### config.mk
export PLATFORM = sky130hd
export DESIGN_NAME = semaphore_wait_queue_table
export DESIGN_NICKNAME = d
export VERILOG_FILES = /design/src/rtl/core/swqt_pkg.sv /design/src/rtl/core/swqt_datapath.sv /design/src/rtl/core/swqt_ctrl.sv /design/src/rtl/core/semaphore_wait_queue_table.sv
export VERILOG_INCLUDE_DIRS = /design/src /design/src/rtl/core
export SDC_FILE = /design/constraint.sdc
export NUM_CORES = 2
export LEC_CHECK = 0
export BUFFER_PORTS_ARGS = -buffer_cell sky130_fd_sc_hd__buf_4
export CORE_MARGIN = 2
export CORE_UTILIZATION = 38
export DETAILED_ROUTE_END_ITERATION = 10
export MAX_ROUTING_LAYER = met4
export SKIP_CTS_REPAIR_TIMING = 1
export SYNTH_ARGS = -nofsm -noshare
export SYNTH_HDL_FRONTEND = slang
export SYNTH_SLANG_ARGS = --single-unit
### constraint.sdc
create_clock -name clk -period 5.2 [get_ports clk]
set_input_delay 0.52 -clock clk [delete_from_list [all_inputs] [get_ports clk]]
set_output_delay 0.52 -clock clk [all_outputs]
set_load 0.01 [all_outputs]
### src/rtl/core/semaphore_wait_queue_table_assert.svh
// Assertion macros used by the datapath of the semaphore wait queue table.
// Each macro expects signals named clk and rst_n in the calling scope.
`ifndef SEMAPHORE_WAIT_QUEUE_TABLE_ASSERT_SVH
`define SEMAPHORE_WAIT_QUEUE_TABLE_ASSERT_SVH

// The consequent must hold in the same cycle as the antecedent.
`define SWQT_ASSERT_NOW(lbl, ante, cons, msg) \
    lbl: assert property (@(posedge clk) disable iff (!rst_n) (ante) |-> (cons)) \
        else $error(msg);

// The consequent must hold in the cycle after the antecedent.
`define SWQT_ASSERT_NEXT(lbl, ante, cons, msg) \
    lbl: assert property (@(posedge clk) disable iff (!rst_n) (ante) |=> (cons)) \
        else $error(msg);

`endif

### src/rtl/core/swqt_pkg.sv
package swqt_pkg;

    localparam logic [1:0] CMD_BLOCK  = 2'd0;
    localparam logic [1:0] CMD_WAKE   = 2'd1;
    localparam logic [1:0] CMD_REMOVE = 2'd2;
    localparam logic [1:0] CMD_PEEK   = 2'd3;

    localparam logic [1:0] ST_OK       = 2'd0;
    localparam logic [1:0] ST_NOFREE   = 2'd1;
    localparam logic [1:0] ST_NOTFOUND = 2'd2;
    localparam logic [1:0] ST_BLOCKED  = 2'd3;

    typedef struct packed {
        logic [1:0]  command;
        logic [31:0] sem_key;
        logic [4:0]  proc_id;
    } cmd_word_t;

    typedef struct packed {
        logic [1:0] status;
        logic       has_proc;
        logic [4:0] proc_out;
    } rsp_word_t;

    typedef enum logic [3:0] {
        OP_NONE,
        OP_LATCH,
        OP_WKEY,
        OP_SCAN,
        OP_HEAD,
        OP_ALLOC,
        OP_APPEND,
        OP_APPEND2,
        OP_UNLINK,
        OP_RESULT
    } dp_op_t;

    typedef struct packed {
        dp_op_t     op;
        logic [1:0] status;
    } dp_ctrl_t;

    typedef struct packed {
        logic [1:0] command;
        logic       key_zero;
        logic       p_ok;
        logic       p_queued;
        logic       scan_done;
        logic       found;
        logic       free_ok;
        logic       out_free;
    } dp_stat_t;

endpackage

### src/rtl/core/swqt_datapath.sv
`include "semaphore_wait_queue_table_assert.svh"

module swqt_datapath #(
    parameter int MAX_PROCESSES = 32
) (
    input  logic               clk,
    input  logic               rst_n,
    input  swqt_pkg::cmd_word_t cmd_word,
    input  swqt_pkg::dp_ctrl_t ctrl,
    output swqt_pkg::dp_stat_t stat,
    output logic               rsp_valid,
    input  logic               rsp_stall,
    output swqt_pkg::rsp_word_t rsp_word
);

    localparam int IW = (MAX_PROCESSES > 1) ? $clog2(MAX_PROCESSES) : 1;
    localparam int SW = $clog2(MAX_PROCESSES + 1);

    // Descriptor and process stores.
    logic [31:0]   key_mem  [MAX_PROCESSES];
    logic [IW-1:0] head_mem [MAX_PROCESSES];
    logic [IW-1:0] tail_mem [MAX_PROCESSES];
    logic [IW-1:0] next_mem [MAX_PROCESSES];
    logic [IW-1:0] prev_mem [MAX_PROCESSES];
    logic [31:0]   wkey_mem [MAX_PROCESSES];

    logic [31:0]   key_rd_reg;
    logic [IW-1:0] head_rd_reg;
    logic [IW-1:0] tail_rd_reg;
    logic [IW-1:0] next_rd_reg;
    logic [IW-1:0] prev_rd_reg;
    logic [31:0]   wkey_rd_reg;

    logic [31:0]   key_reg;
    logic [IW-1:0] p_reg;

    logic [1:0]    cmd_reg;
    logic          key_zero_reg;
    logic          p_ok_reg;
    logic [SW-1:0] scan_cnt_reg;
    logic          cmp_valid_reg;
    logic [IW-1:0] cmp_idx_reg;
    logic          found_reg;
    logic [IW-1:0] d_reg;
    logic          free_ok_reg;
    logic [IW-1:0] free_reg;
    logic [MAX_PROCESSES-1:0] active_reg;
    logic [MAX_PROCESSES-1:0] queued_reg;
    logic          out_valid_reg;
    swqt_pkg::rsp_word_t out_word_reg;

    logic [IW-1:0] scan_addr;
    logic          is_head;
    logic          is_tail;
    logic          scan_more;
    logic          has_next;

    assign scan_addr = scan_cnt_reg[IW-1:0];
    assign scan_more = (32'(scan_cnt_reg) < 32'(MAX_PROCESSES));
    assign is_head   = (head_rd_reg == p_reg);
    assign is_tail   = (tail_rd_reg == p_reg);
    assign has_next  = (ctrl.status == swqt_pkg::ST_OK) && (cmd_reg != swqt_pkg::CMD_BLOCK);

    always_ff @(posedge clk)
    begin
        key_rd_reg  <= key_mem[scan_addr];
        head_rd_reg <= head_mem[d_reg];
        tail_rd_reg <= tail_mem[d_reg];
        next_rd_reg <= next_mem[p_reg];
        prev_rd_reg <= prev_mem[p_reg];
        wkey_rd_reg <= wkey_mem[p_reg];

        unique case (ctrl.op)
            swqt_pkg::OP_LATCH:
            begin
                key_reg <= cmd_word.sem_key;
                p_reg   <= IW'(cmd_word.proc_id);
            end
            swqt_pkg::OP_WKEY:
            begin
                key_reg <= wkey_rd_reg;
            end
            swqt_pkg::OP_HEAD:
            begin
                p_reg <= head_rd_reg;
            end
            swqt_pkg::OP_ALLOC:
            begin
                key_mem[free_reg]  <= key_reg;
                head_mem[free_reg] <= p_reg;
                tail_mem[free_reg] <= p_reg;
                prev_mem[p_reg]    <= p_reg;
                next_mem[p_reg]    <= p_reg;
                wkey_mem[p_reg]    <= key_reg;
            end
            swqt_pkg::OP_APPEND:
            begin
                next_mem[tail_rd_reg] <= p_reg;
                prev_mem[p_reg]       <= tail_rd_reg;
                tail_mem[d_reg]       <= p_reg;
                wkey_mem[p_reg]       <= key_reg;
            end
            swqt_pkg::OP_APPEND2:
            begin
                next_mem[p_reg] <= p_reg;
            end
            swqt_pkg::OP_UNLINK:
            begin
                if (is_head && !is_tail)
                begin
                    head_mem[d_reg] <= next_rd_reg;
                end
                else if (is_tail && !is_head)
                begin
                    tail_mem[d_reg] <= prev_rd_reg;
                end
                else if (!is_head && !is_tail)
                begin
                    next_mem[prev_rd_reg] <= next_rd_reg;
                    prev_mem[next_rd_reg] <= prev_rd_reg;
                end
                if (cmd_reg == swqt_pkg::CMD_WAKE)
                begin
                    wkey_mem[p_reg] <= '0;
                end
            end
            default:
            begin
            end
        endcase
    end

    always_ff @(posedge clk or negedge rst_n)
    begin
        if (!rst_n)
        begin
            cmd_reg       <= '0;
            key_zero_reg  <= 1'b0;
            p_ok_reg      <= 1'b0;
            scan_cnt_reg  <= '0;
            cmp_valid_reg <= 1'b0;
            cmp_idx_reg   <= '0;
            found_reg     <= 1'b0;
            d_reg         <= '0;
            free_ok_reg   <= 1'b0;
            free_reg      <= '0;
            active_reg    <= '0;
            queued_reg    <= '0;
            out_valid_reg <= 1'b0;
            out_word_reg  <= '0;
        end
        else
        begin
            if (cmp_valid_reg)
            begin
                if (active_reg[cmp_idx_reg] && key_rd_reg == key_reg && !found_reg)
                begin
                    found_reg <= 1'b1;
                    d_reg     <= cmp_idx_reg;
                end
                if (!active_reg[cmp_idx_reg] && !free_ok_reg)
                begin
                    free_ok_reg <= 1'b1;
                    free_reg    <= cmp_idx_reg;
                end
            end
            // A new response fills the register; otherwise it empties once taken.
            if (ctrl.op == swqt_pkg::OP_RESULT)
            begin
                out_valid_reg <= 1'b1;
            end
            else if (!rsp_stall)
            begin
                out_valid_reg <= 1'b0;
            end
            unique case (ctrl.op)
                swqt_pkg::OP_LATCH:
                begin
                    cmd_reg       <= cmd_word.command;
                    key_zero_reg  <= (cmd_word.sem_key == 32'd0);
                    p_ok_reg      <= (32'(cmd_word.proc_id) < 32'(MAX_PROCESSES));
                    scan_cnt_reg  <= '0;
                    cmp_valid_reg <= 1'b0;
                    found_reg     <= 1'b0;
                    free_ok_reg   <= 1'b0;
                end
                swqt_pkg::OP_SCAN:
                begin
                    if (scan_more)
                    begin
                        cmp_valid_reg <= 1'b1;
                        cmp_idx_reg   <= scan_addr;
                        scan_cnt_reg  <= scan_cnt_reg + SW'(1);
                    end
                    else
                    begin
                        cmp_valid_reg <= 1'b0;
                    end
                end
                swqt_pkg::OP_ALLOC:
                begin
                    active_reg[free_reg] <= 1'b1;
                    queued_reg[p_reg]    <= 1'b1;
                end
                swqt_pkg::OP_APPEND:
                begin
                    queued_reg[p_reg] <= 1'b1;
                end
                swqt_pkg::OP_UNLINK:
                begin
                    if (is_head && is_tail)
                    begin
                        active_reg[d_reg] <= 1'b0;
                    end
                    queued_reg[p_reg] <= 1'b0;
                end
                swqt_pkg::OP_RESULT:
                begin
                    out_word_reg.status   <= ctrl.status;
                    out_word_reg.has_proc <= has_next;
                    if (!has_next)
                    begin
                        out_word_reg.proc_out <= '0;
                    end
                    else if (cmd_reg == swqt_pkg::CMD_PEEK)
                    begin
                        out_word_reg.proc_out <= 5'(head_rd_reg);
                    end
                    else
                    begin
                        out_word_reg.proc_out <= 5'(p_reg);
                    end
                end
                default:
                begin
                end
            endcase
        end
    end

    assign stat.command   = cmd_reg;
    assign stat.key_zero  = key_zero_reg;
    assign stat.p_ok      = p_ok_reg;
    assign stat.p_queued  = queued_reg[p_reg];
    assign stat.scan_done = !cmp_valid_reg && !scan_more;
    assign stat.found     = found_reg;
    assign stat.free_ok   = free_ok_reg;
    assign stat.out_free  = !out_valid_reg || !rsp_stall;

    assign rsp_valid = out_valid_reg;
    assign rsp_word  = out_word_reg;

    `SWQT_ASSERT_NOW(a_has_ok, out_valid_reg && out_word_reg.has_proc,
        out_word_reg.status == swqt_pkg::ST_OK, "returned process without ok status")
    `SWQT_ASSERT_NOW(a_noproc_zero, out_valid_reg && !out_word_reg.has_proc,
        out_word_reg.proc_out == 5'd0, "proc_out nonzero without a process")
    `SWQT_ASSERT_NOW(a_alloc_free, ctrl.op == swqt_pkg::OP_ALLOC,
        !active_reg[free_reg] && !queued_reg[p_reg],
        "allocation onto a busy descriptor or queued process")
    `SWQT_ASSERT_NOW(a_unlink_queued, ctrl.op == swqt_pkg::OP_UNLINK,
        queued_reg[p_reg] && active_reg[d_reg], "unlink of a process that is not queued")
    `SWQT_ASSERT_NEXT(a_result_valid, ctrl.op == swqt_pkg::OP_RESULT,
        out_valid_reg, "result not registered")

endmodule

### src/rtl/core/swqt_ctrl.sv
module swqt_ctrl (
    input  logic               clk,
    input  logic               rst_n,
    input  logic               cmd_valid,
    output logic               cmd_stall,
    input  swqt_pkg::dp_stat_t stat,
    output swqt_pkg::dp_ctrl_t ctrl
);

    typedef enum logic [3:0] {
        S_IDLE,
        S_CHECK,
        S_WKEY,
        S_SCAN,
        S_RD,
        S_HEAD,
        S_RD2,
        S_ALLOC,
        S_APPEND,
        S_APPEND2,
        S_UNLINK,
        S_FIN
    } state_t;

    state_t     state_reg;
    state_t     state_next;
    logic [1:0] status_reg;
    logic [1:0] status_next;
    logic       accept;

    assign cmd_stall = (state_reg != S_IDLE);
    assign accept    = cmd_valid && !cmd_stall;

    always_comb
    begin
        state_next  = state_reg;
        status_next = status_reg;
        ctrl.op     = swqt_pkg::OP_NONE;
        ctrl.status = status_reg;
        unique case (state_reg)
            S_IDLE:
            begin
                if (accept)
                begin
                    ctrl.op    = swqt_pkg::OP_LATCH;
                    state_next = S_CHECK;
                end
            end
            S_CHECK:
            begin
                state_next  = S_FIN;
                status_next = swqt_pkg::ST_NOTFOUND;
                unique case (stat.command)
                    swqt_pkg::CMD_BLOCK:
                    begin
                        if (!stat.key_zero && stat.p_ok)
                        begin
                            if (stat.p_queued)
                            begin
                                status_next = swqt_pkg::ST_BLOCKED;
                            end
                            else
                            begin
                                state_next = S_SCAN;
                            end
                        end
                    end
                    swqt_pkg::CMD_REMOVE:
                    begin
                        if (stat.p_ok && stat.p_queued)
                        begin
                            state_next = S_WKEY;
                        end
                    end
                    default:
                    begin
                        if (!stat.key_zero)
                        begin
                            state_next = S_SCAN;
                        end
                    end
                endcase
            end
            S_WKEY:
            begin
                ctrl.op    = swqt_pkg::OP_WKEY;
                state_next = S_SCAN;
            end
            S_SCAN:
            begin
                ctrl.op = swqt_pkg::OP_SCAN;
                if (stat.scan_done)
                begin
                    if (stat.found)
                    begin
                        state_next = S_RD;
                    end
                    else if (stat.command == swqt_pkg::CMD_BLOCK && stat.free_ok)
                    begin
                        state_next = S_ALLOC;
                    end
                    else
                    begin
                        state_next  = S_FIN;
                        status_next = (stat.command == swqt_pkg::CMD_BLOCK) ?
                                      swqt_pkg::ST_NOFREE : swqt_pkg::ST_NOTFOUND;
                    end
                end
            end
            S_RD:
            begin
                unique case (stat.command)
                    swqt_pkg::CMD_BLOCK:  state_next = S_APPEND;
                    swqt_pkg::CMD_WAKE:   state_next = S_HEAD;
                    swqt_pkg::CMD_REMOVE: state_next = S_UNLINK;
                    default:
                    begin
                        state_next  = S_FIN;
                        status_next = swqt_pkg::ST_OK;
                    end
                endcase
            end
            S_HEAD:
            begin
                ctrl.op    = swqt_pkg::OP_HEAD;
                state_next = S_RD2;
            end
            S_RD2:
            begin
                state_next = S_UNLINK;
            end
            S_ALLOC:
            begin
                ctrl.op     = swqt_pkg::OP_ALLOC;
                state_next  = S_FIN;
                status_next = swqt_pkg::ST_OK;
            end
            S_APPEND:
            begin
                ctrl.op    = swqt_pkg::OP_APPEND;
                state_next = S_APPEND2;
            end
            S_APPEND2:
            begin
                ctrl.op     = swqt_pkg::OP_APPEND2;
                state_next  = S_FIN;
                status_next = swqt_pkg::ST_OK;
            end
            S_UNLINK:
            begin
                ctrl.op     = swqt_pkg::OP_UNLINK;
                state_next  = S_FIN;
                status_next = swqt_pkg::ST_OK;
            end
            S_FIN:
            begin
                if (stat.out_free)
                begin
                    ctrl.op    = swqt_pkg::OP_RESULT;
                    state_next = S_IDLE;
                end
            end
            default:
            begin
                state_next = S_IDLE;
            end
        endcase
    end

    always_ff @(posedge clk or negedge rst_n)
    begin
        if (!rst_n)
        begin
            state_reg  <= S_IDLE;
            status_reg <= swqt_pkg::ST_NOTFOUND;
        end
        else
        begin
            state_reg  <= state_next;
            status_reg <= status_next;
        end
    end

endmodule

### src/rtl/core/semaphore_wait_queue_table.sv
// Channel  | Handshake              | Word
// ---------+------------------------+-----------------------------------
// command  | cmd_valid, cmd_stall   | cmd_word: command, sem_key, proc_id
// response | rsp_valid, rsp_stall   | rsp_word: status, has_proc, proc_out
//
// One command word is worked on at a time; one rejected at the first check
// goes straight to its response, with no descriptor scan.
// The descriptor scan is sequential, one key store read per cycle.
// Reset clears the active and queued marks at once; no clearing pass is needed.
// A finished response waits in the output register while the next word is taken.

module semaphore_wait_queue_table #(
    parameter int MAX_PROCESSES = 32
) (
    input  logic                clk,
    input  logic                rst_n,
    input  logic                cmd_valid,
    output logic                cmd_stall,
    input  swqt_pkg::cmd_word_t cmd_word,
    output logic                rsp_valid,
    input  logic                rsp_stall,
    output swqt_pkg::rsp_word_t rsp_word
);

    // The controller sequences each command: check, optional waiting key fetch,
    // descriptor scan, link reads and link writes as the command needs, then the result.
    swqt_pkg::dp_ctrl_t ctrl;
    // The datapath reports the latched command, scan outcome and flags.
    swqt_pkg::dp_stat_t stat;

    swqt_ctrl u_ctrl (
        .clk       (clk),
        .rst_n     (rst_n),
        .cmd_valid (cmd_valid),
        .cmd_stall (cmd_stall),
        .stat      (stat),
        .ctrl      (ctrl)
    );

    // The datapath owns the descriptor and process stores, the scan
    // pipeline and the output register that holds one response word.
    swqt_datapath #(
        .MAX_PROCESSES (MAX_PROCESSES)
    ) u_datapath (
        .clk       (clk),
        .rst_n     (rst_n),
        .cmd_word  (cmd_word),
        .ctrl      (ctrl),
        .stat      (stat),
        .rsp_valid (rsp_valid),
        .rsp_stall (rsp_stall),
        .rsp_word  (rsp_word)
    );

endmodule
# --- After elaboration in Yosys (flattened, before gate mapping) ---
# Memory sizes are Yosys's and may differ from the RTL's. A register that Yosys moved wholly into a read port is not among the register bits.
# Cells that the tools add are included.
word_totals:
  reg_bits: 144
  ramBits: 2688
  out_inout_bits: 10
  word_cells: 235
  mem_count: 6
mem_list:
  columns: ["memory", "depth", "word_bits", "read_ports", "rd_clocked_by_memory_dff", "wr", "line", "text"]
  rows:
  - ["u_datapath.key_mem", 32, 32, 1, 1, 1, "swqt_datapath.sv:20", "logic [31:0] key_mem [MAX_PROCESSES];"]
  - ["u_datapath.wkey_mem", 32, 32, 1, 1, 1, "swqt_datapath.sv:25", "logic [31:0] wkey_mem [MAX_PROCESSES];"]
  - ["u_datapath.head_mem", 32, 5, 1, 1, 1, "swqt_datapath.sv:21", "logic [IW-1:0] head_mem [MAX_PROCESSES];"]
  - ["u_datapath.next_mem", 32, 5, 1, 1, 1, "swqt_datapath.sv:23", "logic [IW-1:0] next_mem [MAX_PROCESSES];"]
  - ["u_datapath.prev_mem", 32, 5, 1, 1, 1, "swqt_datapath.sv:24", "logic [IW-1:0] prev_mem [MAX_PROCESSES];"]
  - ["u_datapath.tail_mem", 32, 5, 1, 1, 1, "swqt_datapath.sv:22", "logic [IW-1:0] tail_mem [MAX_PROCESSES];"]
classes:
  add_sub_neg: 1
  n_lt_le_gt_ge: 8
  n_eq_ne: 35
  mux: 94
  bitwise_logic: 11
  reduce_logical: 60
ops:
  columns: ["operator", "n"]
  rows:
  - ["case mux 32 bit (2 select lines)", 3]
  - ["2-to-1 mux 32 bit", 3]
  - ["2-to-1 mux 5 bit", 15]
  - ["AND 32 bit", 2]
  - ["inverter 32 bit", 2]
  - ["OR 32 bit", 2]
  - ["2-to-1 mux 1 bit", 42]
  - ["2-to-1 mux 4 bit", 10]
  - ["case mux 4 bit (10 select lines)", 1]
  - ["case mux 4 bit (9 select lines)", 1]
  - ["== test 32 bit", 1]
  - ["== test 4 x 3 -> 1 bit, second input constant", 8]
  - ["logical NOT 32 bit", 1]
  - ["OR reduction 5 bit", 5]
  - ["== test 4 bit, second input constant", 6]
  - ["less-than comparator 5 x 6 -> 1 bit, second input constant", 4]
  - ["nonzero test 2 bit", 9]
  - ["== test 4 x 2 -> 1 bit, second input constant", 4]
  - ["logical AND 1 bit", 16]
  - ["demux 1 bit (select 5 bit)", 3]
  - [">= comparator 5 x 1 -> 1 bit, second input constant", 3]
  - ["2-to-1 mux 2 bit", 7]
  - ["AND reduction 2 bit", 7]
  - ["case mux 4 bit (3 select lines)", 1]
  - ["other kinds (25)", 53]

# --- Depth between registers and ports, before layout ---
logic_depth:
  depth_word: 11
  depth_mapped: 11
  depth_no_buf: 6

# --- Cells and area by module ---
# From an unflattened synthesis, not the netlist that was laid out.
hier_totals:
  hier_cells: 5284
  hier_area_um2: 112934.6
by_module_without_submodules:
  columns: ["mod", "instances", "cells_each", "area_per_inst_um2", "seq_area_each_um2"]
  rows:
  - ["swqt_datapath", 1, 5190, 112215.1, 86037.5]
  - ["swqt_ctrl", 1, 94, 719.4, 151.4]

# --- Least setup slack after synthesis ---
# OpenSTA, ideal clock, no wires.
synth_path:
  path_type: "reg-to-reg"
  from: "register u_datapath.p_reg[2]"
  to: "memory u_datapath.wkey_mem[4][0], enable pin"
  setup_ns: 0.502
  arrival_ns: 4.639
  path_slack_ns: 0.059
  stages_incl_launch_ff: 7
  n_path_buf: 3
  period_less_slack_ns: 5.141
  cell_sequence: "edfxtp_1 -> clkbuf_1 -> clkbuf_1 -> nor2b_1 -> clkbuf_1 -> nand2_1 -> nor4_1"
synth_rtl:
  columns: ["element", "line", "text"]
  rows:
  - ["start, declared", "swqt_datapath.sv:35", "logic [IW-1:0] p_reg;"]
  - ["start signal, assigned", "swqt_datapath.sv:77", "p_reg <= IW'(cmd_word.proc_id);"]
  - ["start signal, assigned", "swqt_datapath.sv:85", "p_reg <= head_rd_reg;"]
  - ["end, declared", "swqt_datapath.sv:25", null]
# Straight into the memory's write port.

# --- Worst setup path after layout ---
layout_path:
  from: "register u_ctrl.state_reg[2]"
  to: "memory u_datapath.prev_mem[4][3] in the netlist's numbering, enable pin"
layout_between:
  elab_chain_cells: 10
  elab_cells_between_ends: 27
  classes_between: "eq/ne: 11; mux: 10; bitwise: 1; reduce/logical: 5"
layout_lines:
  columns: ["element", "line", "text"]
  rows:
  - ["start, declared", "swqt_ctrl.sv:25", "state_t state_reg;"]
  - ["start signal, assigned", "swqt_ctrl.sv:179", "state_reg <= state_next;"]
  - ["nonzero test 4 bit", "swqt_ctrl.sv:31", "assign cmd_stall = (state_reg != S_IDLE);"]
  - ["logical NOT 1 bit", "swqt_ctrl.sv:32", "assign accept = cmd_valid && !cmd_stall;"]
  - ["logical AND 1 bit", "swqt_ctrl.sv:32", null]
  - ["2-to-1 mux 1 bit", "swqt_ctrl.sv:43", "if (accept)"]
  - ["case mux 4 bit (9 select lines) (*)", "swqt_ctrl.sv:40", "unique case (state_reg)"]
  - ["== test 4 bit or == test 4 x 3 -> 1 bit (tied branches)", "swqt_datapath.sv:73", "unique case (ctrl.op)"]
  - ["2-to-1 mux 1 bit", "swqt_datapath.sv:73", null]
  - ["2-to-1 mux 1 bit, on equally long branches", "swqt_datapath.sv:120, swqt_datapath.sv:92, swqt_datapath.sv:99", null]
  - ["OR reduction 5 bit (no line) or OR 1 bit (tied branches)", null, null]
  - ["2-to-1 mux 5 bit (no line) or 2-to-1 mux 1 bit (tied branches)", null, null]
  - ["end, declared", "swqt_datapath.sv:24", null]
# Mark *: on every way between the ends. The rest lies on a longest branch, timed or not.

==> results <==
- For the pin with the worst max-slew slack, the measured transition is 1.37 ns.
- The power density normalized to cell area is 485 nW/um^2.
- The final RePlAce weighted congestion is 0.831.
- Setup repair after global routing left no endpoint under its margin.
- Entering global routing, the biggest net connects 109 pins.
- Across the whole layout, storage elements account for 86200 um^2.
- The post-route fraction of the period consumed by the critical path is 82.2%.
- The fraction of registers with async set/reset is 3.67%.
- In this run the tightest slew margin relative to its limit is 8.53%.
- The endpoint with the worst hold slack is u_datapath.key_reg[22].
- Counting I/O delays and the setup requirement, the final critical path takes 4.27 ns.
- The number of levels the H-tree was split into is 5.
- Summing the sequential cell areas from Yosys gives 76.7% of the chip area.
- The critical path required time is 5.68 ns.
- Dividing the detail-routed via count by the number of cells gives 5.71.
- The final layout contains 5536 nets.
- Counting flops and latches in the post-synthesis netlist gives 2916.
- The floorplan has 199 rows.
- The nature of the critical path startpoint is a flop.
- The final route contains 55100 vias.
- The count of flip-flops with a built-in enable after synthesis is 2725.
- The detailed-route wire length per cell is 29.6 um.
- The total grt overflow is 0.
- The die covers 300000 um^2.
- On the critical path, the stage with the largest delay is an instance of dfrtp_1.
- The average instance in the mapped netlist occupies 21.5 um^2.
- The worst setup margin is 0.928 ns.
- The clock latency on the worst-skew pair is 0.87 ns.
- Final hold analysis gives a worst-case slack of 0.0134 ns.
- The kind of end point of the critical path is a flop.
- The share of layout cells above drive strength 1 is 28.7%.
- In the final layout, the registers with the most flip-flops are u_datapath.key_mem (1024), u_datapath.wkey_mem (1024).
- From bottom edge to top edge, the die measures 548 um.
- Measured along the x axis, the die boundary spans 548 um.
- The number of cell instances on the worst register-to-register path is 7.
- The first-pass iteration count of the detailed router is 5.
- After synthesis, the netlist uses 69 different library cells.
- The count of max-cap constraint violations is 0.
- The critical path is of the reg -> reg type.
- In the final timing run, aggregate negative setup slack is 0 ns.
- The post-route DRC violation count is 0.
- Derived from the worst setup path, the maximum achievable clock frequency is 234 MHz.
- The final count of negative-setup-slack endpoints is 0.
- The worst ir drop on vdd is 0.447 mV.
- The number of DRC violations after detailed-routing iteration 0 is 6545.
- Walking the worst path, the cells encountered are or3b_1, or2_0, a21oi_4, and2_1, buf_4, a32oi_1, nor2_1.
- The count of pins over their slew limit is 0.
- The global-route usage over all layers is 19.4%.
- The number of global-route vias before repair is 55900.
- The synthesized netlist cell count is 5230.
- The first-pass GRT wire length is 410 mm.
- In the post-synthesis netlist, the biggest area contributors are edfxtp_1 (73%), mux4_2 (15%), dfrtp_1 (2.4%).
- The synthesized net count is 5274.
- The clock transition at the registers of the reported paths is 0.06 ns.
- The hold violation count in the final report is 0.
- The final layout contains routed wiring with a total length of 286 mm.
- The cell type group with the largest total delay on the critical path is simple AND/OR/NAND/NOR gates.
- The flow ran to the end, and the final reports show no timing, DRC or antenna violations.
- The worst hold path was traced through 2 stages.
- The final cell count without fillers is 9659.
- Summing all multi-input logic gate instances after layout gives 25400 um^2.
- The number of I/O pins is 53.
- In this run the worst hold path is classified as in -> reg.
- For this configuration, the core starts out at a cell density of 38.2%.
- The most area-hungry cell type in the Yosys netlist is edfxtp_1.
- The number of routed nets with antenna violations is 0.
- The internal reg-to-reg setup slack is 0.93 ns.
- The worst register-to-register path begins at u_ctrl.state_reg[2].
- In this design, the stage delay of the slowest critical-path cell is 0.59 ns.
- The peak fanout along the critical path is 26.
- The number of buffers on the longest clock path is 4.
- The leakage power figure is 0.0400 uW.
- The number of antenna violations at the first check in global routing is 19.
- The clock drives 2916 sinks.
- During synthesis, Yosys emitted a total of 0 warnings.
- The number of buffers inserted during clock tree synthesis is 302.
- The number of placed instances, taps included is 9100.
- The mapped cell area is 112000 um^2.
- TritonCTS built the clock tree.
- The endpoint arrival time on the critical path is 4.76 ns.
- The area growth from synthesis to layout is 14.4%.
- Counting both buffers and inverters, the worst setup path holds a total of 1.
- The placeable core region is 294000 um^2.
- The layout has 24600 filler cells.
- The worst-case setup slack after placement is 1.02 ns.
- The half-perimeter wire length after placement is 158 mm.
- Port buffering added 52 buffers.
- For this run, the share of the core covered by cells in the final layout is 43.7%.
- The commonest register cell after synthesis is edfxtp_1.
- The root buffer cell chosen for the clock tree is clkbuf_16.
- The startpoint of the worst hold path is cmd_word[27].
- The endpoint identified for the worst register-to-register timing path is u_datapath.prev_mem[4][3].
- For the final database, setup skew stands at 0.0554 ns.
- The proportion of netlist area held by the largest area contributor is 72.8%.
-- how the worst max path moves through the flow --
stage                             start                    endpoint  slack, ns  cells after the start
floorplan           u_datapath.p_reg[2]   u_datapath.wkey_mem[4][0]       0.06                      6
global placement    u_ctrl.state_reg[2]   u_datapath.prev_mem[0][0]       1.20                      7
detailed placement  u_ctrl.state_reg[2]   u_datapath.prev_mem[0][1]       1.02                      7
CTS                 u_ctrl.state_reg[2]   u_datapath.prev_mem[0][1]       0.99                      7
global route        u_ctrl.state_reg[2]  u_datapath.prev_mem[24][2]       0.71                      7
finish              u_ctrl.state_reg[2]   u_datapath.prev_mem[4][3]       0.93                      7
-- worst reg2reg max path, delay by kind of cell (launching register included) --
kind	cells	cell delay, ns
compound gates	2	1.15
simple gates	4	1.81
flops	1	0.59
buf+inv	1	0.38
-- stage by stage --
| step | power [uW] | cell area [um^2] |
|---|---|---|
| 4_1_cts | 62800 | 128000 |
| 5_1_grt | 64500 | 129000 |
| 6_report | 62300 | 129000 |
| 3_3_place_gp | 41400 | 119000 |
| 2_1_floorplan | 37100 | 112000 |
| 3_5_place_dp | 41500 | 119000 |
-- cell type report --
type	instances	area share, %
Timing Repair Buffer	259	1.72
Clock inverter	142	1.07
Sequential cell	2916	67.1
Inverter	19	0.0555
Clock buffer	405	6.52
Tap cell	3919	3.81
Antenna cell	5	0.00973
Multi-Input combinational cell	1994	19.8
-- cells in the final DEF (no fill, tap or decap), types with 15 or more instances in the layout --
master / n
mux2i_1: 52
nand3_1: 50
o22ai_1: 33
xor2_1: 15
nor2_4: 38
dfrtp_1: 99
nor3_2: 26
xnor2_1: 30
edfxtp_1: 2725
a21o_1: 34
clkbuf_8: 22
clkinv_2: 46
nand4_1: 48
and2_1: 38
clkinv_1: 53
mux4_2: 741
clkbuf_16: 312
nor2_1: 174
a22oi_1: 179
bufinv_16: 22
clkbuf_1: 71
buf_12: 20
a31oi_1: 26
o21ai_0: 25
a21oi_1: 87
dfxtp_1: 84
nor3_1: 18
buf_4: 232
inv_1: 18
mux2_2: 101
nand2_1: 116
-- power by group --
| part | leakage (uW) | internal, uW | total, uW | switching (uW) |
|---|---|---|---|---|
| Sequential | 0.0266 | 28700 | 29800 | 1150 |
| Combinational | 0.00857 | 4410 | 11200 | 6780 |
| Clock | 0.00477 | 12400 | 21300 | 8880 |
-- logic make-up (layout without fill, tap and decap cells) --
family | count (synthesis) | count (layout) | share of synthesized area (%)
XOR/XNOR | 45 | 45 | 0.351
multiplexers | 901 | 901 | 16.4
AND/OR/NAND/NOR | 592 | 592 | 2.51
other | 0 | 5 | 0
adder cells (fa/ha/maj) | 1 | 1 | 0.0111
AO/OA/AOI/OAI | 455 | 455 | 2.82
flip-flops | 2916 | 2916 | 76.7
buffers and inverters | 320 | 825 | 1.18
-- cells in the mapped netlist, types with 18 or more instances --
| cell | n |
|---|---|
| o21ai_0 | 35 |
| a31oi_1 | 29 |
| a21o_1 | 34 |
| buf_1 | 55 |
| o22ai_1 | 33 |
| nand2_1 | 117 |
| and2_1 | 39 |
| nor4_1 | 18 |
| buf_2 | 56 |
| mux4_2 | 741 |
| edfxtp_1 | 2725 |
| dfxtp_1 | 84 |
| mux2_2 | 101 |
| xnor2_1 | 30 |
| inv_1 | 18 |
| clkbuf_1 | 181 |
| a22oi_1 | 179 |
| nor2_1 | 212 |
| a21oi_1 | 90 |
| nand3_1 | 50 |
| nor3_1 | 44 |
| nand4_1 | 48 |
| dfrtp_1 | 106 |
| mux2i_1 | 52 |
-- routing by layer --
layer | global-route usage [%] | vias to the layer above | wire [um]
li1 | - | 22500 | -
met1 | 25.4 | 29900 | 114000
met2 | 31.8 | 2307 | 145000
met3 | 2.70 | 434 | 20600
met4 | 5.25 | 0 | 7180
met5 | - | - | 0
Note: power is estimated with default switching activity, not from simulation.
